`config.mk`:
```
export PLATFORM = sky130hd
export DESIGN_NAME = type_count_table_random_pick_top
export DESIGN_NICKNAME = d
export VERILOG_FILES = /design/src/tctrp_pkg.sv /design/src/tctrp_ram.sv /design/src/tctrp_mod.sv /design/src/type_count_table_random_pick_top.sv
export SDC_FILE = /design/constraint.sdc
export NUM_CORES = 1
export LEC_CHECK = 0
export BUFFER_PORTS_ARGS = -buffer_cell sky130_fd_sc_hd__buf_2
export CORE_MARGIN = 5
export CORE_UTILIZATION = 25
export CTS_CLUSTER_SIZE = 25
export DETAILED_ROUTE_END_ITERATION = 8
export PLACE_DENSITY = 0.44
export SLEW_MARGIN = 10
export SYNTH_ARGS = -nofsm -noshare
export SYNTH_HDL_FRONTEND = slang
export SYNTH_SLANG_ARGS = --single-unit
```
`constraint.sdc`:
```
create_clock -name clk -period 9.2 [get_ports clk]
set_input_delay 1.38 -clock clk [delete_from_list [all_inputs] [get_ports clk]]
set_output_delay 1.38 -clock clk [all_outputs]
set_load 0.01 [all_outputs]
```
`src/tctrp_pkg.sv`:
```
// Shared constants and types for the type count table with random pick.
`timescale 1ns / 1ps

package tctrp_pkg;

  // Fixed field widths
  localparam int unsigned FUNC_W   = 2;
  localparam int unsigned TYPE_W   = 8;
  localparam int unsigned RND_W    = 16;
  localparam int unsigned STAT_W   = 2;
  localparam int unsigned TCNT_W   = 16;
  localparam int unsigned TOTAL_W  = 20;
  localparam int unsigned DOUT_W   = 5;
  localparam int unsigned PICK_W   = 4;
  localparam int unsigned ACTIVE_W = 5;

  localparam int unsigned S_TDATA_W = 32;
  localparam int unsigned M_TDATA_W = 48;

  localparam logic [ACTIVE_W-1:0] ACTIVE_RESET = 5'd16;
  localparam logic [TOTAL_W-1:0]  TOTAL_MAX    = 20'hFFFFF;

  // Operation codes
  localparam logic [FUNC_W-1:0] FN_ADD = 2'd0;
  localparam logic [FUNC_W-1:0] FN_REM = 2'd1;
  localparam logic [FUNC_W-1:0] FN_CLR = 2'd2;

  // Status codes
  localparam logic [STAT_W-1:0] ST_OK    = 2'd0;
  localparam logic [STAT_W-1:0] ST_RANGE = 2'd1;
  localparam logic [STAT_W-1:0] ST_EMPTY = 2'd2;
  localparam logic [STAT_W-1:0] ST_SAT   = 2'd3;

  // Sequencer states
  typedef enum logic [6:0] {
    S_IDLE = 7'b0000001,
    S_READ = 7'b0000010,
    S_SCAN = 7'b0000100,
    S_PICK = 7'b0001000,
    S_DIV  = 7'b0010000,
    S_LIST = 7'b0100000,
    S_DONE = 7'b1000000
  } seq_state_t;

endpackage

```
`src/tctrp_ram.sv`:
```
// Generic single-write, single-read RAM with registered read data.
`timescale 1ns / 1ps

module tctrp_ram #(
  parameter int unsigned WIDTH = 16,
  parameter int unsigned DEPTH = 16
) (
  input  logic                     clk,
  input  logic                     we,
  input  logic [$clog2(DEPTH)-1:0] waddr,
  input  logic [WIDTH-1:0]         wdata,
  input  logic [$clog2(DEPTH)-1:0] raddr,
  output logic [WIDTH-1:0]         rdata
);

  logic [WIDTH-1:0] mem [DEPTH];

  // Write port
  always_ff @(posedge clk) begin
    if (we) begin
      mem[waddr] <= wdata;
    end
  end

  // Registered read port
  always_ff @(posedge clk) begin
    rdata <= mem[raddr];
  end

endmodule

```
`src/tctrp_mod.sv`:
```
// Bit-serial restoring remainder unit: one dividend bit per cycle.
`timescale 1ns / 1ps

module tctrp_mod import tctrp_pkg::*; #(
  parameter int unsigned DIV_BITS = 5
) (
  input  logic                clk,
  input  logic                rst,
  input  logic                start,
  input  logic [RND_W-1:0]    dividend,
  input  logic [DIV_BITS-1:0] divisor,
  output logic                done,
  output logic [DIV_BITS-1:0] rem
);

  localparam int unsigned STEP_W = $clog2(RND_W + 1);

  logic [RND_W-1:0]    quo;
  logic [DIV_BITS-1:0] dvs;
  logic [STEP_W-1:0]   steps;
  logic [DIV_BITS:0]   trial;
  logic                fits;

  // Shift in the next dividend bit and test against the divisor
  assign trial = {rem, quo[RND_W-1]};
  assign fits  = trial >= {1'b0, dvs};

  // Step counter and done pulse
  always_ff @(posedge clk) begin
    if (rst) begin
      steps <= '0;
      done  <= 1'b0;
    end else if (start) begin
      steps <= STEP_W'(RND_W);
      done  <= 1'b0;
    end else if (steps != '0) begin
      steps <= steps - STEP_W'(1);
      done  <= (steps == STEP_W'(1));
    end else begin
      done  <= 1'b0;
    end
  end

  // Datapath: load on start, then one restoring step a cycle
  always_ff @(posedge clk) begin
    if (start) begin
      quo <= dividend;
      dvs <= divisor;
      rem <= '0;
    end else if (steps != '0) begin
      quo <= {quo[RND_W-2:0], 1'b0};
      if (fits) begin
        rem <= DIV_BITS'(trial - {1'b0, dvs});
      end else begin
        rem <= trial[DIV_BITS-1:0];
      end
    end
  end

endmodule

```
`src/type_count_table_random_pick_top.sv`:
```
// Top level: count table, present list, sequencer and random pick.
// Sequence: table read, remainder start, remainder steps, done, list read, result load;
//   the remainder and list read are skipped when the list ends empty.
//   A remove that empties a type first rescans the table over the effective types.
// One request at a time: a new one is accepted only when idle; a held result stalls the next one.
// Reset (rst, synchronous): counts, total and present list empty, active_types = 16.
`timescale 1ns / 1ps

module type_count_table_random_pick_top import tctrp_pkg::*; #(
  parameter int unsigned MAX_TYPES  = 16,
  parameter int unsigned COUNT_BITS = 16
) (
  input  logic                  clk,
  input  logic                  rst,
  // configuration: active_types
  input  logic                  cfg_we,
  input  logic [ACTIVE_W-1:0]   cfg_wdata,
  // request stream
  input  logic                  s_axis_tvalid,
  output logic                  s_axis_tready,
  // [1:0] func, [9:2] piece_type, [25:10] random_value, [31:26] zero
  input  logic [S_TDATA_W-1:0]  s_axis_tdata,
  // result stream
  output logic                  m_axis_tvalid,
  input  logic                  m_axis_tready,
  // [1:0] status, [17:2] type_count, [37:18] total_left, [42:38] distinct_left,
  // [46:43] picked_type, [47] pick_valid
  output logic [M_TDATA_W-1:0]  m_axis_tdata
);

  localparam int unsigned IW  = $clog2(MAX_TYPES);
  localparam int unsigned DW  = $clog2(MAX_TYPES + 1);
  localparam int unsigned CEW = (COUNT_BITS > TCNT_W) ? COUNT_BITS : TCNT_W;
  localparam logic [COUNT_BITS-1:0] COUNT_MAX = {COUNT_BITS{1'b1}};

  seq_state_t state, state_next;

  logic [ACTIVE_W-1:0]   active_types;
  logic [DW-1:0]         eff_types;

  // request fields
  logic [FUNC_W-1:0]     func;
  logic [TYPE_W-1:0]     piece_type;
  logic [RND_W-1:0]      random_value;
  logic                  in_range;

  // table state
  logic [MAX_TYPES-1:0]  cnt_vld;
  logic [TOTAL_W-1:0]    total_count;
  logic [DW-1:0]         distinct_count;

  // scan walker
  logic [DW-1:0]         scan_t;
  logic                  scan_pend;
  logic [IW-1:0]         scan_idx;

  // result fields
  logic [STAT_W-1:0]     status;
  logic [TCNT_W-1:0]     type_count;
  logic [PICK_W-1:0]     picked_type;
  logic                  pick_valid;

  // RAM ports
  logic                  cnt_we;
  logic [IW-1:0]         cnt_waddr;
  logic [COUNT_BITS-1:0] cnt_wdata;
  logic [IW-1:0]         cnt_raddr;
  logic [COUNT_BITS-1:0] cnt_rdata;
  logic                  lst_we;
  logic [IW-1:0]         lst_waddr;
  logic [PICK_W-1:0]     lst_wdata;
  logic [IW-1:0]         lst_raddr;
  logic [PICK_W-1:0]     lst_rdata;

  // remainder unit
  logic                  div_start;
  logic                  div_done;
  logic [DW-1:0]         div_rem;

  // operation decode
  logic [IW-1:0]         tidx;
  logic [COUNT_BITS-1:0] cur_cnt;
  logic [COUNT_BITS-1:0] new_cnt;
  logic [CEW-1:0]        new_cnt_ext;
  logic                  add_ok;
  logic                  rem_ok;
  logic [STAT_W-1:0]     op_status;
  logic [COUNT_BITS-1:0] scan_cnt;
  logic                  scan_hit;
  logic                  list_room;
  logic                  out_free;

  // Clamp the active type count to the table depth
  always_comb begin
    if (32'(active_types) > 32'(MAX_TYPES)) begin
      eff_types = DW'(MAX_TYPES);
    end else begin
      eff_types = DW'(active_types);
    end
  end

  assign tidx      = piece_type[IW-1:0];
  assign cur_cnt   = cnt_vld[tidx] ? cnt_rdata : '0;
  assign list_room = 32'(distinct_count) < 32'(MAX_TYPES);
  assign out_free  = !m_axis_tvalid || m_axis_tready;

  // Decode the operation on the fetched count
  always_comb begin
    add_ok    = 1'b0;
    rem_ok    = 1'b0;
    op_status = ST_OK;
    case (func)
      FN_ADD: begin
        if (!in_range) begin
          op_status = ST_RANGE;
        end else if (cur_cnt == COUNT_MAX || total_count == TOTAL_MAX) begin
          op_status = ST_SAT;
        end else begin
          add_ok = 1'b1;
        end
      end
      FN_REM: begin
        if (!in_range) begin
          op_status = ST_RANGE;
        end else if (cur_cnt == '0) begin
          op_status = ST_EMPTY;
        end else begin
          rem_ok = 1'b1;
        end
      end
      default: begin
        op_status = ST_OK;
      end
    endcase
    if (add_ok) begin
      new_cnt = cur_cnt + COUNT_BITS'(1);
    end else if (rem_ok) begin
      new_cnt = cur_cnt - COUNT_BITS'(1);
    end else begin
      new_cnt = cur_cnt;
    end
    new_cnt_ext = CEW'(new_cnt);
  end

  // Scan stage: count of the entry read last cycle
  assign scan_cnt = cnt_vld[scan_idx] ? cnt_rdata : '0;
  assign scan_hit = scan_pend && (scan_cnt != '0) && list_room;

  // Drive RAM ports from the sequencer state
  always_comb begin
    cnt_we    = 1'b0;
    cnt_waddr = tidx;
    cnt_wdata = new_cnt;
    cnt_raddr = s_axis_tdata[FUNC_W +: IW];
    lst_we    = 1'b0;
    lst_waddr = distinct_count[IW-1:0];
    lst_wdata = PICK_W'(piece_type);
    lst_raddr = div_rem[IW-1:0];
    div_start = 1'b0;
    unique case (state)
      S_READ: begin
        cnt_we = add_ok || rem_ok;
        lst_we = add_ok && (cur_cnt == '0) && list_room;
      end
      S_SCAN: begin
        cnt_raddr = scan_t[IW-1:0];
        lst_we    = scan_hit;
        lst_wdata = PICK_W'(scan_idx);
      end
      S_PICK: begin
        div_start = (distinct_count != '0);
      end
      default: begin
        cnt_we = 1'b0;
      end
    endcase
  end

  // Next state
  always_comb begin
    state_next = state;
    unique case (state)
      S_IDLE: if (s_axis_tvalid) state_next = S_READ;
      S_READ: begin
        if (rem_ok && cur_cnt == COUNT_BITS'(1)) begin
          state_next = S_SCAN;
        end else begin
          state_next = S_PICK;
        end
      end
      S_SCAN: if (scan_t >= eff_types && !scan_pend) state_next = S_PICK;
      S_PICK: begin
        if (distinct_count == '0) begin
          state_next = S_DONE;
        end else begin
          state_next = S_DIV;
        end
      end
      S_DIV:  if (div_done) state_next = S_LIST;
      S_LIST: state_next = S_DONE;
      S_DONE: if (out_free) state_next = S_IDLE;
      default: state_next = S_IDLE;
    endcase
  end

  assign s_axis_tready = (state == S_IDLE);

  // Control state
  always_ff @(posedge clk) begin
    if (rst) begin
      state          <= S_IDLE;
      active_types   <= ACTIVE_RESET;
      cnt_vld        <= '0;
      total_count    <= '0;
      distinct_count <= '0;
      scan_pend      <= 1'b0;
      m_axis_tvalid  <= 1'b0;
    end else begin
      state <= state_next;
      if (cfg_we) begin
        active_types <= cfg_wdata;
      end
      // Update the table after the count fetch
      if (state == S_READ) begin
        if (func == FN_CLR) begin
          cnt_vld        <= '0;
          total_count    <= '0;
          distinct_count <= '0;
        end
        if (add_ok) begin
          cnt_vld[tidx] <= 1'b1;
          total_count   <= total_count + TOTAL_W'(1);
          if (cur_cnt == '0 && list_room) begin
            distinct_count <= distinct_count + DW'(1);
          end
        end
        if (rem_ok) begin
          if (total_count != '0) begin
            total_count <= total_count - TOTAL_W'(1);
          end
          if (cur_cnt == COUNT_BITS'(1)) begin
            distinct_count <= '0;
          end
        end
      end
      // Rebuild the list during the scan
      if (state == S_SCAN) begin
        scan_pend <= scan_t < eff_types;
        if (scan_hit) begin
          distinct_count <= distinct_count + DW'(1);
        end
      end else begin
        scan_pend <= 1'b0;
      end
      // Hold the result until taken
      if (state == S_DONE && out_free) begin
        m_axis_tvalid <= 1'b1;
      end else if (m_axis_tready) begin
        m_axis_tvalid <= 1'b0;
      end
    end
  end

  // Payload registers
  always_ff @(posedge clk) begin
    unique case (state)
      S_IDLE: begin
        func         <= s_axis_tdata[0 +: FUNC_W];
        piece_type   <= s_axis_tdata[FUNC_W +: TYPE_W];
        random_value <= s_axis_tdata[FUNC_W + TYPE_W +: RND_W];
        in_range     <= 32'(s_axis_tdata[FUNC_W +: TYPE_W]) < 32'(eff_types);
        scan_t       <= '0;
      end
      S_READ: begin
        status <= op_status;
        if (!in_range || func == FN_CLR) begin
          type_count <= '0;
        end else if (new_cnt_ext > CEW'(16'hFFFF)) begin
          type_count <= 16'hFFFF;
        end else begin
          type_count <= new_cnt_ext[TCNT_W-1:0];
        end
      end
      S_SCAN: begin
        if (scan_t < eff_types) begin
          scan_t   <= scan_t + DW'(1);
          scan_idx <= scan_t[IW-1:0];
        end
      end
      S_PICK: begin
        picked_type <= '0;
        pick_valid  <= 1'b0;
      end
      S_LIST: begin
        picked_type <= lst_rdata;
        pick_valid  <= 1'b1;
      end
      S_DONE: begin
        if (out_free) begin
          m_axis_tdata <= {pick_valid, picked_type, DOUT_W'(distinct_count),
                           total_count, type_count, status};
        end
      end
      default: begin
        scan_t <= scan_t;
      end
    endcase
  end

  // Per-type counts; entries not yet written read as zero through cnt_vld
  tctrp_ram #(
    .WIDTH (COUNT_BITS),
    .DEPTH (MAX_TYPES)
  ) u_cnt_ram (
    .clk   (clk),
    .we    (cnt_we),
    .waddr (cnt_waddr),
    .wdata (cnt_wdata),
    .raddr (cnt_raddr),
    .rdata (cnt_rdata)
  );

  // List of present types
  tctrp_ram #(
    .WIDTH (PICK_W),
    .DEPTH (MAX_TYPES)
  ) u_lst_ram (
    .clk   (clk),
    .we    (lst_we),
    .waddr (lst_waddr),
    .wdata (lst_wdata),
    .raddr (lst_raddr),
    .rdata (lst_rdata)
  );

  // random_value mod distinct_count
  tctrp_mod #(
    .DIV_BITS (DW)
  ) u_mod (
    .clk      (clk),
    .rst      (rst),
    .start    (div_start),
    .dividend (random_value),
    .divisor  (distinct_count),
    .done     (div_done),
    .rem      (div_rem)
  );

endmodule

```
Word level (Yosys, flattened, before mapping) --
Memories as Yosys holds them, arrays and structs flattened. A register that Yosys moved wholly into a read port is not among the register bits. Index checks and enable logic that the tools add are counted.
Word-level totals: register bits after elaboration 190, bits in writable memories 320, input bits 42, output and inout bits 50, word-level logic and storage cells 165, memories kept 2
Cells by class: add/subtract/negate cells 8, magnitude comparators 10, equal/unequal tests 18, mux-type cells 66, bitwise operators 3, reduce and logical (&&, ||, !) cells 34
Memories:
- u_cnt_ram.mem | words 16, bits a word 16, rd ports 1, clocked after Yosys merged registers in 1, wr ports 1, RTL line tctrp_ram.sv:16 | logic [WIDTH-1:0] mem [DEPTH];
- u_lst_ram.mem | words 16, bits a word 4, rd ports 1, clocked after Yosys merged registers in 1, wr ports 1, RTL line tctrp_ram.sv:16
Operator list (number):
- two-way mux 16 bit | 11
- two-way mux 20 bit | 4
- two-way mux 5 bit | 13
- one-hot mux 7 bit (7 select lines) | 1
- two-way mux 7 bit | 5
- adder 20 x 1 -> 20 bit (second input constant) | 1
- equality test 20 bit (second input constant) | 1
- nonzero test 20 bit | 1
- subtractor 20 x 1 -> 20 bit (second input constant) | 1
- two-way mux 1 bit | 17
- adder 16 x 1 -> 16 bit (second input constant) | 1
- equality test 16 x 1 -> 1 bit (second input constant) | 1
- equality test 16 bit (second input constant) | 1
- > comparator 16 bit (second input constant) | 1
- logical NOT 16 bit | 1
- OR 16 bit | 1
- nonzero test 16 bit | 1
- subtractor 16 x 1 -> 16 bit (second input constant) | 1
- two-way mux 4 bit | 3
- adder 5 x 1 -> 5 bit (second input constant) | 2
- < comparator 4 x 5 -> 1 bit (second input constant) | 2
- one-hot mux 5 bit (2 select lines) | 1
- nonzero test 5 bit | 2
- logical AND 1 bit | 9
- 37 further kinds | 57

Longest topological paths before layout --
Gate-level depths: netlist (run 1).
depth after elaboration 14, gate-level depth with buffers 19, gate-level depth less buffers 13

Hierarchy --
From an unflattened synthesis (run 1), not the netlist that was laid out.
Second synthesis, totals: cells, all modules 1561, area total of the unflattened synthesis 22881.9 um^2
By module, submodules not included:
- tctrp_ram (u_cnt_ram) | times used 1, cells each 432, area each 10043.4 um^2, sequential area each 8007.7 um^2
- type_count_table_random_pick_top | times used 1, cells each 871, area each 8590.7 um^2, sequential area each 4194.0 um^2
- tctrp_ram (u_lst_ram) | times used 1, cells each 130, area each 2666.3 um^2, sequential area each 2001.9 um^2
- tctrp_mod | times used 1, cells each 128, area each 1581.5 um^2, sequential area each 850.8 um^2

Worst setup path before layout (run 1) --
No wires, ideal clock.
path type reg-to-reg, start point reg piece_type[0], end point reg type_count[14] (data pin), library setup time 0.143 ns, arrival time 4.455 ns, data required time 9.057 ns, setup slack 4.603 ns, cell stages (with the launch flop) 19, path buffers 6, clock period less this slack 4.597 ns, cell sequence edfxtp_1 buf_6 mux4_2 a2bb2oi_2 a32o_1 buf_6 buf_2 buf_2 nand2_1 inv_1 ha_1 inv_1 or4_1 clkbuf_1 nor2_1 buf_4 a211oi_1 o31ai_1 nor2b_1
Between the ends: longest elaborated chain between the ends 11, elaborated cells between the ends (all ways) 18, classes of those cells 2 x add/sub; 1 x order compare; 1 x eq/ne; 12 x mux; 2 x reduce/logical
Ends and longest elaborated chain:
- start, declared | RTL line type_count_table_random_pick_top.sv:43 | logic [TYPE_W-1:0] piece_type;
- start signal, assigned | RTL line type_count_table_random_pick_top.sv:269 | piece_type <= s_axis_tdata[FUNC_W +: TYPE_W];
- binary-select mux 1 bit (select 4 bit) * | RTL line type_count_table_random_pick_top.sv:103 | assign cur_cnt = cnt_vld[tidx] ? cnt_rdata : '0;
- two-way mux 1 bit (not written as such) * | RTL line type_count_table_random_pick_top.sv:103
- two-way mux 16 bit * | RTL line type_count_table_random_pick_top.sv:103
- branches (longest 5 deep; another with subtractor 16 x 1 -> 16 bit)
- two-way mux 16 bit * | RTL line type_count_table_random_pick_top.sv:135 | if (add_ok) begin
- via cnt_wdata[14] | RTL line type_count_table_random_pick_top.sv:66 | logic [COUNT_BITS-1:0] cnt_wdata;
- > comparator 16 bit | RTL line type_count_table_random_pick_top.sv:278 | end else if (new_cnt_ext > CEW'(16'hFFFF)) begin
- two-way mux 16 bit * | RTL line type_count_table_random_pick_top.sv:278
- end signal, assigned | RTL line type_count_table_random_pick_top.sv:281 | type_count <= new_cnt_ext[TCNT_W-1:0];
- end, declared | RTL line type_count_table_random_pick_top.sv:59 | logic [TCNT_W-1:0] type_count;
Mark *: on every way through the listed nets, which the timed path passes. The select of a mux whose other input is x is not followed. A chain may end at the register's enable or synchronous reset.

Worst setup path after layout (run 1) --
start point reg piece_type[0], end point reg type_count[8] (data pin)
Same word-level chain as after synthesis.

==> run metrics, run 1 <==
Total Routing Usage GR 0.122; number of sinks driven by the clock tree 530; drt wl/cell 20.0 µm; clock period minus final worst setup slack 5.75 ns; Synth area leader edfxtp_1; Hold WS 0.419 ns; antenna violations before repair 0; part of the power in combinational logic 0.148; count of state elements after synthesis 530; Synth Area in XOR/XNOR 0.00454; clock network latency to the later pin of the worst-skew pair 0.64 ns; area share of the largest cell type after synthesis 0.576; clock group share of total power 0.387; endpoint type of the worst setup path register; main flop type after synthesis edfxtp_1; Worst-Margin Slew 1.17 ns; io pins 92; critical path startpoint piece_type[0]$_DFFE_PP_; final routed wirelength across all metal layers 62100 µm; portion of the clock cycle consumed by the worst path in the final layout 0.625; reg-to-reg critical path endpoint type_count[8]$_SDFFCE_PP0P_; number of iterations in the first detailed-routing pass 5; result of the run finished, final reports clean; combined area of all synthesized cells 23100 µm²; cell depth of the worst flop-to-flop path 15; gr ovfl total 0; fraction of power spent switching nets 0.267; TritonCTS buffer count 59; max cap viols 0; number of global-route vias before repair 14900; highest ir drop seen on vdd 0.000142 V; multiplexer share of the synthesized area 0.100; area fraction in compound gates after synthesis 0.0787; post-CTS setup buffers 0; routability-driven placement congestion ratio 0.811; area share of fa/ha/maj cells after synthesis 0.0165; synthesized-area fraction occupied by and/or/nand/nor cells 0.124; Hold Path Class reg2reg; maximum level of the CTS H-tree 2; Clock transition at path regs 0.06 ns; critical path start-end classification reg2reg; worst reg2reg startpoint piece_type[0]$_DFFE_PP_; post-synthesis average cell area 13.4 µm²; destination of the critical timing path type_count[8]$_SDFFCE_PP0P_; count of flip-flops with a built-in enable after synthesis 444; area of the die 98800 µm²; antenna cell count 0; Int Pwr 0.00468 W; f_max 0.174 GHz; count of port buffers added during placement 85; fin util 0.296; die extent in x 314 µm; routed vias/inst 4.69; smallest setup slack after layout 3.45 ns; post-detailed-route DRC marker count 0; post-synthesis cell type count 87; worst slack at placement 3.42 ns; TritonCTS clock tree done; fillcell total 9224; global-route wire length before repair 93700 µm; ranking of synthesized cells by instance count edfxtp_1 (444), nand2_1 (177), mux2i_1 (154); number of buffers on the longest clock path 3; number of cells produced by synthesis 1724; Area contributors post-synth edfxtp_1 (58%), dfxtp_1 (7.4%), mux2i_1 (6.7%); uppermost layer routed met4; number of nets in the layout 1887; largest net degree at the start of global routing 50; Initial DRC Count 989; Critical Path Start Type register; count of antenna-violating nets left after detailed routing 0; Final Max Tran Viols 0; Crit path arrival time 6.23 ns; flop2flop setup slack 3.45 ns; fraction of synthesis flops using an asynchronous set or reset pin 0; Placed Area 25100 µm²; portion of total power attributed to sequential cells 0.466; sequential cell area fraction in the yosys report 0.651; remaining max-slew budget at the tightest pin 0.223; most common cell in the netlist edfxtp_1; data required time at the worst endpoint 9.68 ns; standard cell core area 91800 µm²; Setup Total Neg Slack 0 ns; initial core utilization 0.252; Fin Clk Skew 0.0385 ns; RSZ-0062 raised after global routing no; amount of wire on met2 after detailed routing 30900 µm; Final Hold Violating Endpoints 0; met3 routed WL 2370 µm; Pwr per Cell Area 235 nW/µm²; cell at the root of the clock tree clkbuf_16; Yosys Warn Count 0; count of vias placed by the detailed router 14600; leakage component of the power 9.29 nW; highest fanout seen on the critical path 35; half-perimeter wire length after detailed placement 39600 µm; detailed-routing wirelength on met1 27600 µm; die height 314 µm; post-cts resize count 0; post-route cell area 27200 µm²; Syn Nets 1796; combinational family with the most area after synthesis simple AND/OR/NAND/NOR gates; number of core rows 111; P_sw 0.00171 W; Area growth, synth to finish 17.4%; final setup fails 0; CTS hold repair buffers 0; fraction of layout cells with a size suffix above 1 0.161
[routing by layer]
layer,vias to the layer above,global-route usage
li1,6840,-
met1,7371,0.158
met2,291,0.215
met3,81,0.0191
met4,0,0.0313
met5,-,0
[layout make-up]
cell class	instances	area [µm²]	area share
clock buffers	77	1640	0.0602
clock inverters	34	432	0.0159
flip-flops and latches	530	15100	0.554
well taps	1243	1560	0.0573
inverters	40	150	0.00553
multi-input cells	1055	7580	0.279
repair buffers	129	756	0.0278
[registers in the layout (all words and copies together), names as in the netlist, 7 cells and up]
register         cells
random_value        16
cnt_vld             16
state                7
u_lst_ram.mem       64
u_cnt_ram.mem      256
total_count         20
u_mod.quo           16
type_count          16
u_cnt_ram.rdata     16
m_axis_tdata        48
[power groups by stage]
stage          Clock [W]  Combinational, W  Sequential [W]
2_1_floorplan          0          0.000704         0.00296
3_3_place_gp           0          0.000941         0.00303
3_5_place_dp           0          0.000959         0.00303
4_1_cts          0.00256          0.000964         0.00298
5_1_grt          0.00265           0.00105         0.00299
6_report         0.00247          0.000944         0.00298
[kinds of logic (layout without fill, tap and decap cells)]
logic type / count (synthesis) / count (layout)
xor+xnor: 12 / 12
fa+ha+maj: 30 / 30
mux: 199 / 199
simple gates: 569 / 569
flops: 530 / 530
compound gates: 245 / 245
buf+inv: 139 / 280
[worst min path at each step]
stage                                             from                    endpoint  slack (ns)  cells after the start
final                     type_count[13]$_SDFFCE_PP0P_  m_axis_tdata[15]$_DFFE_PP_        0.42                      0
after global placement            pick_valid$_DFFE_PP_  m_axis_tdata[47]$_DFFE_PP_        0.40                      0
after global routing      type_count[11]$_SDFFCE_PP0P_  m_axis_tdata[13]$_DFFE_PP_        0.42                      0
after detailed placement           status[1]$_DFFE_PP_   m_axis_tdata[1]$_DFFE_PP_        0.41                      0
after floorplan                    status[0]$_DFFE_PP_   m_axis_tdata[0]$_DFFE_PP_        0.40                      0
after CTS                  type_count[5]$_SDFFCE_PP0P_   m_axis_tdata[7]$_DFFE_PP_        0.42                      0
[critical path, cell delays in order, from the launching register on]
cell and delay (ns):
edfxtp_1 0.59, mux4_1 0.44, a2bb2oi_2 0.28, a32o_1 0.22, buf_4 0.41, nand2_1 0.24, inv_1 0.14, ha_1 0.33
inv_1 0.10, or4_1 0.65, nor2_1 0.46, buf_4 0.27, a211oi_2 0.14, a31o_2 0.30, nor3_2 0.81, nor2b_1 0.22
[metrics by stage]
stage	cells	total power, W
6_report	3108	0.00639
5_1_grt	3108	0.00669
4_1_cts	3108	0.00650
2_1_floorplan	1724	0.00366
3_3_place_gp	2997	0.00397
3_5_place_dp	2997	0.00399
[cells in the final DEF, fill, tap and decap left out, types with 13 or more instances in the layout]
| master | n |
|---|---|
| nor2b_1 | 20 |
| clkbuf_16 | 60 |
| nand4_1 | 33 |
| nor3_1 | 47 |
| inv_1 | 39 |
| a21oi_1 | 39 |
| buf_4 | 44 |
| buf_2 | 85 |
| and4_1 | 13 |
| o21ai_0 | 39 |
| a32oi_1 | 19 |
| a31oi_1 | 15 |
| ha_1 | 29 |
| nor2_1 | 91 |
| and2_1 | 14 |
| mux2i_1 | 151 |
| edfxtp_1 | 444 |
| mux4_2 | 23 |
| mux2_2 | 21 |
| dfxtp_1 | 86 |
| nand2b_1 | 14 |
| and3_1 | 17 |
| a22oi_1 | 18 |
| nand2_1 | 176 |
| nor4_1 | 15 |
| a211oi_1 | 21 |
| nand3_1 | 67 |
Note: power is estimated with default switching activity, not from simulation.
==> run 2: changes to the inputs <==
PLACE_DENSITY = 0.45   (was 0.44)
clock period = 4.6 ns   (was 9.2 ns; I/O delays follow)
==> run metrics, run 2 (synthesis results as in run 1) <==
number of sinks driven by the clock tree 530 (unchanged); routed vias/inst 4.64 (was 4.69); most common cell after layout, fill and taps aside edfxtp_1 (unchanged); Setup Total Neg Slack 0 ns (unchanged); number of iterations in the first detailed-routing pass 7 (was 5); number of core rows 111 (unchanged); die height 314 µm (unchanged); Hold WS 0.233 ns (was 0.419 ns); Most flops, register u_cnt_ram.mem (unchanged); count of vias placed by the detailed router 14600 (about the same); maximum level of the CTS H-tree 2 (unchanged); antenna cell count 0 (unchanged); Area growth, synth to finish 18.5% (was 17.4%); gr ovfl total 0 (unchanged); Final Max Tran Viols 0 (unchanged); data required time at the worst endpoint 4.95 ns (was 9.68 ns); standard cell core area 91800 µm² (unchanged); Critical Path Start Type register (unchanged); clock period minus final worst setup slack 4.23 ns (was 5.75 ns); Worst-Margin Slew 1.18 ns (was 1.17 ns); Total Routing Usage GR 0.120 (was 0.122); initial core utilization 0.252 (unchanged); leakage component of the power 9.44 nW (was 9.29 nW); fillcell total 9180 (was 9224); highest ir drop seen on vdd 0.000337 V (was 0.000142 V); TritonCTS clock tree done (unchanged); critical path start-end classification reg2reg (unchanged); post-detailed-route DRC marker count 0 (unchanged); remaining max-slew budget at the tightest pin 0.212 (was 0.223); global-route wire length before repair 92700 µm (was 93700 µm); clock group share of total power 0.371 (was 0.387); portion of total power attributed to sequential cells 0.469 (was 0.466); endpoint type of the worst setup path register (unchanged); smallest setup slack after layout 0.371 ns (was 3.45 ns); fraction of layout cells with a size suffix above 1 0.173 (was 0.161); Hold Path Class in2reg (was reg2reg); highest fanout seen on the critical path 12 (was 35); top library cells by usage in the layout, fill and taps aside edfxtp_1 (444), nand2_1 (176), mux2i_1 (151) (unchanged); final routed wirelength across all metal layers 60500 µm (was 62100 µm); worst slack at placement 0.130 ns (was 3.42 ns); half-perimeter wire length after detailed placement 41200 µm (was 39600 µm); count of antenna-violating nets left after detailed routing 0 (unchanged); area of the die 98800 µm² (unchanged); f_max 0.236 GHz (was 0.174 GHz); number of global-route vias before repair 14800 (was 14900); count of port buffers added during placement 85 (unchanged); portion of the clock cycle consumed by the worst path in the final layout 0.919 (was 0.625); biggest registers after layout u_cnt_ram.mem (256), u_lst_ram.mem (64), m_axis_tdata (48) (unchanged); antenna violations before repair 0 (unchanged); RSZ-0062 raised after global routing no (unchanged); fraction of power spent switching nets 0.275 (was 0.267); number of buffers on the longest clock path 3 (unchanged); cell at the root of the clock tree clkbuf_16 (unchanged); P_sw 0.00348 W (was 0.00171 W); Clock transition at path regs 0.06 ns (about the same); Pwr per Cell Area 462 nW/µm² (was 235 nW/µm²); die extent in x 314 µm (unchanged); part of the power in combinational logic 0.160 (was 0.148); clock network latency to the later pin of the worst-skew pair 0.66 ns (was 0.64 ns); result of the run finished, final reports clean (unchanged); io pins 92 (unchanged); final setup fails 0 (unchanged); Initial DRC Count 1030 (was 989); Int Pwr 0.00918 W (was 0.00468 W); routability-driven placement congestion ratio 0.865 (was 0.811); Final Hold Violating Endpoints 0 (unchanged); largest net degree at the start of global routing 55 (was 50); Crit path arrival time 4.58 ns (was 6.23 ns); drt wl/cell 19.2 µm (was 20.0 µm); Fin Clk Skew 0.0737 ns (was 0.0385 ns); max cap viols 0 (unchanged); number of nets in the layout 1927 (was 1887); TritonCTS buffer count 60 (was 59); flip-flop count of the largest register, all copies and words added 256 (unchanged)
[run 2: cell count changes in the layout (fill, tap and decap cells not counted), sizes merged]
cell,previous run,this run
clkinv,21,29
buf,129,168
bufinv,8,5
inv,41,42
clkinvlp,4,3
clkbuf,77,72
[run 2: final timing paths]
| check | from | end | slack (ns) | depth (start not counted) |
|---|---|---|---|---|
| setup / recovery | piece_type[0]$_DFFE_PP_ | u_cnt_ram.mem[6][2]$_DFFE_PP_ | 0.37 | 15 |
| hold reg to reg | picked_type[1]$_SDFFCE_PN0P_ | m_axis_tdata[44]$_DFFE_PP_ | 0.42 | 0 |
| hold / removal | s_axis_tdata[23] | random_value[13]$_DFFE_PP_ | 0.23 | 1 |
| setup reg to reg | piece_type[0]$_DFFE_PP_ | u_cnt_ram.mem[6][2]$_DFFE_PP_ | 0.37 | 15 |
[run 2: critical path, stage by stage, from the launching register on]
cell	delay (ns)
edfxtp_1	0.44
mux4_1	0.62
a2bb2oi_2	0.16
a32o_1	0.32
nand2_1	0.10
inv_1	0.07
ha_1	0.20
inv_1	0.07
or4_1	0.15
nor2_1	0.08
buf_4	0.19
a21o_1	0.27
o21ai_2	0.20
nand3b_1	0.31
nor2_1	0.56
buf_12	0.22
[run 2: routing by layer]
metal | up-vias | part of all wire | GRT usage
li1 | 6912 | - | -
met1 | 7234 | 0.45 | 0.160
met2 | 353 | 0.49 | 0.205
met3 | 97 | 0.043 | 0.0193
met4 | 0 | 0.023 | 0.0321
met5 | - | 0 | 0
[run 2: power by group through the flow]
stage	logic, W	clock network [W]	registers, W
2_1_floorplan	0.00141	0	0.00591
3_3_place_gp	0.00202	0	0.00604
3_5_place_dp	0.00205	0	0.00605
4_1_cts	0.00206	0.00486	0.00595
5_1_grt	0.00225	0.00506	0.00597
6_report	0.00202	0.00469	0.00594
[run 2: area by class of cell]
class                   instances  area (µm²)  share of cell area
flip-flops and latches        530       15100               0.549
well taps                    1243        1560              0.0567
inverters                      40         150             0.00548
repair buffers                168        1140              0.0414
multi-input cells            1055        7570               0.276
clock buffers                  72        1560              0.0568
clock inverters                39         390              0.0142
[run 2: through the flow]
| stage | util | total power (W) | instances | area [µm²] |
|---|---|---|---|---|
| 2_1_floorplan | - | 0.00732 | 1724 | 23100 |
| 3_3_place_gp | 0.277 | 0.00806 | 3036 | 25500 |
| 3_5_place_dp | 0.277 | 0.00810 | 3036 | 25500 |
| 4_1_cts | 0.299 | 0.0129 | 3147 | 27400 |
| 5_1_grt | 0.299 | 0.0133 | 3147 | 27400 |
| 6_report | 0.299 | 0.0127 | 3147 | 27400 |
[run 2: repair_timing]
| item | in CTS | in global routing |
|---|---|---|
| gates resized for setup | 0 | 1 |
| hold buffers | 0 | 0 |
| setup buffers | 0 | 0 |
| endpoints found under the hold margin | 0 | 0 |
| endpoints found under the setup margin | 0 | 16 |
==> run 3: changes to the inputs <==
PLACE_DENSITY = 0.46   (was 0.45)
==> run metrics, run 3 (synthesis results as in run 1) <==
CTS hold repair buffers 0 (unchanged); Clock transition at path regs 0.06 ns (about the same); area of the die 98800 µm² (unchanged); clock network latency to the later pin of the worst-skew pair 0.63 ns (was 0.66 ns); number of sinks driven by the clock tree 530 (unchanged); fraction of layout cells with a size suffix above 1 0.165 (was 0.173); Critical Path Start Type register (unchanged); Worst-Margin Slew 1.05 ns (was 1.18 ns); RSZ-0062 raised after global routing no (unchanged); routability-driven placement congestion ratio 0.833 (was 0.865); count of vias placed by the detailed router 14600 (about the same); Fin Clk Skew 0.0218 ns (was 0.0737 ns); post-detailed-route DRC marker count 0 (unchanged); number of global-route vias before repair 14800 (about the same); Most flops, register u_cnt_ram.mem (unchanged); leakage component of the power 9.31 nW (was 9.44 nW); reg-to-reg critical path endpoint u_cnt_ram.mem[9][9]$_DFFE_PP_ (was u_cnt_ram.mem[6][2]$_DFFE_PP_); met3 Usage GRT 0.0213 (was 0.0193); data required time at the worst endpoint 4.95 ns (about the same); final routed wirelength across all metal layers 60800 µm (was 60500 µm); critical path start-end classification reg2reg (unchanged); number of iterations in the first detailed-routing pass 5 (was 7); busiest metal layer after global routing met2 (unchanged); global-route wire length before repair 92600 µm (was 92700 µm); antenna cell count 0 (unchanged); final setup fails 0 (unchanged); Final Hold Violating Endpoints 0 (unchanged); Initial DRC Count 1008 (was 1030); die height 314 µm (unchanged); fillcell total 9251 (was 9180); Max stage delay cell, worst path or4_1 (was mux4_1); Area growth, synth to finish 17.3% (was 18.5%); most common cell after layout, fill and taps aside edfxtp_1 (unchanged); drt wl/cell 19.4 µm (was 19.2 µm); standard cell core area 91800 µm² (unchanged); count of port buffers added during placement 85 (unchanged); antenna violations before repair 0 (unchanged); flip-flop count of the largest register, all copies and words added 256 (unchanged); destination of the critical timing path u_cnt_ram.mem[9][9]$_DFFE_PP_ (was u_cnt_ram.mem[6][2]$_DFFE_PP_); Placed Area 25300 µm² (was 25500 µm²); cell depth of the worst flop-to-flop path 14 (was 15); worst slack at placement 0.250 ns (was 0.130 ns); ordered list of cells on the worst path mux4_2 -> a2bb2oi_2 -> a32o_1 -> nand2_1 -> inv_1 -> ha_1 -> inv_1 -> or4_1 -> nor2_1 -> buf_4 -> a2111oi_0 -> a21oi_1 -> mux2_2 -> nand2_1 (was mux4_1 -> a2bb2oi_2 -> a32o_1 -> nand2_1 -> inv_1 -> ha_1 -> inv_1 -> or4_1 -> nor2_1 -> buf_4 -> a21o_1 -> o21ai_2 -> nand3b_1 -> nor2_1 -> buf_12); top library cells by usage in the layout, fill and taps aside edfxtp_1 (444), nand2_1 (176), mux2i_1 (151) (unchanged); highest fanout seen on the critical path 16 (was 12); number of nets in the layout 1912 (was 1927); critical path startpoint piece_type[0]$_DFFE_PP_ (unchanged); smallest setup slack after layout 0.346 ns (was 0.371 ns); endpoint type of the worst setup path register (unchanged); TritonCTS clock tree done (unchanged); startpoint of the most critical hold path s_axis_tdata[13] (was s_axis_tdata[23]); die extent in x 314 µm (unchanged); highest ir drop seen on vdd 0.000264 V (was 0.000337 V); Pwr per Cell Area 457 nW/µm² (was 462 nW/µm²); remaining max-slew budget at the tightest pin 0.299 (was 0.212); half-perimeter wire length after detailed placement 40000 µm (was 41200 µm); Crit path arrival time 4.60 ns (was 4.58 ns); Hold Path Class in2reg (unchanged); largest net degree at the start of global routing 55 (unchanged); post-CTS setup buffers 0 (unchanged); max cap viols 0 (unchanged); clock period minus final worst setup slack 4.25 ns (was 4.23 ns); met1 track demand over resource in global routing 0.160 (about the same); routed vias/inst 4.67 (was 4.64); maximum level of the CTS H-tree 2 (unchanged); delay of the slowest cell on the worst path 0.55 ns (was 0.62 ns); Worst path top cell family by delay simple AND/OR/NAND/NOR gates (unchanged); post-cts resize count 0 (unchanged); cell at the root of the clock tree clkbuf_16 (unchanged); Total Routing Usage GR 0.120 (about the same); post-route cell area 27200 µm² (was 27400 µm²); count of antenna-violating nets left after detailed routing 0 (unchanged); flop2flop setup slack 0.35 ns (was 0.37 ns); Final Max Tran Viols 0 (unchanged); Setup Total Neg Slack 0 ns (unchanged); number of core rows 111 (unchanged); result of the run finished, final reports clean (unchanged); biggest registers after layout u_cnt_ram.mem (256), u_lst_ram.mem (64), m_axis_tdata (48) (unchanged); number of buffers on the longest clock path 3 (unchanged); met2 usage in global routing 0.205 (about the same); gr ovfl total 0 (unchanged); area of the multi-input gates 7580 µm² (was 7570 µm²); initial core utilization 0.252 (unchanged); Hold WS 0.248 ns (was 0.233 ns); total area of sequential cells 15100 µm² (unchanged); TritonCTS buffer count 59 (was 60); io pins 92 (unchanged); portion of the clock cycle consumed by the worst path in the final layout 0.925 (was 0.919); f_max 0.235 GHz (was 0.236 GHz); worst reg2reg startpoint piece_type[0]$_DFFE_PP_ (unchanged); Levels on crit path 14 (was 15); worst path bufs/invs 3 (was 4)
## run 3: stage by stage
step,cells,util,total power (W)
2_1_floorplan,1724,-,0.00732
3_3_place_gp,3022,0.276,0.00799
3_5_place_dp,3022,0.276,0.00804
4_1_cts,3130,0.296,0.0126
5_1_grt,3130,0.296,0.0130
6_report,3130,0.296,0.0124
## run 3: worst reg2reg max path: stages (launching register included)
cell and delay, ns:
edfxtp_1 0.49, mux4_2 0.39, a2bb2oi_2 0.27, a32o_1 0.23, nand2_1 0.09, inv_1 0.10, ha_1 0.17, inv_1 0.05
or4_1 0.55, nor2_1 0.29, buf_4 0.19, a2111oi_0 0.06, a21oi_1 0.27, mux2_2 0.39, nand2_1 0.43
## run 3: worst min-delay path by stage
| stage | endpoint | cells after the start | slack, ns |
|---|---|---|---|
| 6_report | random_value[3]$_DFFE_PP_ | 1 | 0.25 |
| 5_1_grt | random_value[3]$_DFFE_PP_ | 1 | 0.21 |
| 4_1_cts | random_value[1]$_DFFE_PP_ | 1 | 0.20 |
| 3_5_place_dp | m_axis_tdata[4]$_DFFE_PP_ | 0 | 0.41 |
| 3_3_place_gp | m_axis_tdata[47]$_DFFE_PP_ | 0 | 0.40 |
| 2_1_floorplan | m_axis_tdata[0]$_DFFE_PP_ | 0 | 0.40 |
## run 3: final cells by class
type                       count  area share
clock buffer                  75      0.0581
clock inverter                33     0.00954
inverter                      40     0.00553
multi-input combinational   1055       0.279
sequential                   530       0.554
tap                         1243      0.0573
timing repair buffer         154      0.0361
## run 3: metal layers
layer	share of wire	wire length, µm
met5	0	0
met4	0.021	1270
met3	0.045	2730
met2	0.49	29600
met1	0.45	27200
## run 3: power by group
part	internal (W)	switching, W	total, W
combinational	0.000737	0.00128	0.00202
clock	0.00254	0.00194	0.00448
sequential	0.00571	0.000193	0.00590
total	0.00899	0.00341	0.0124
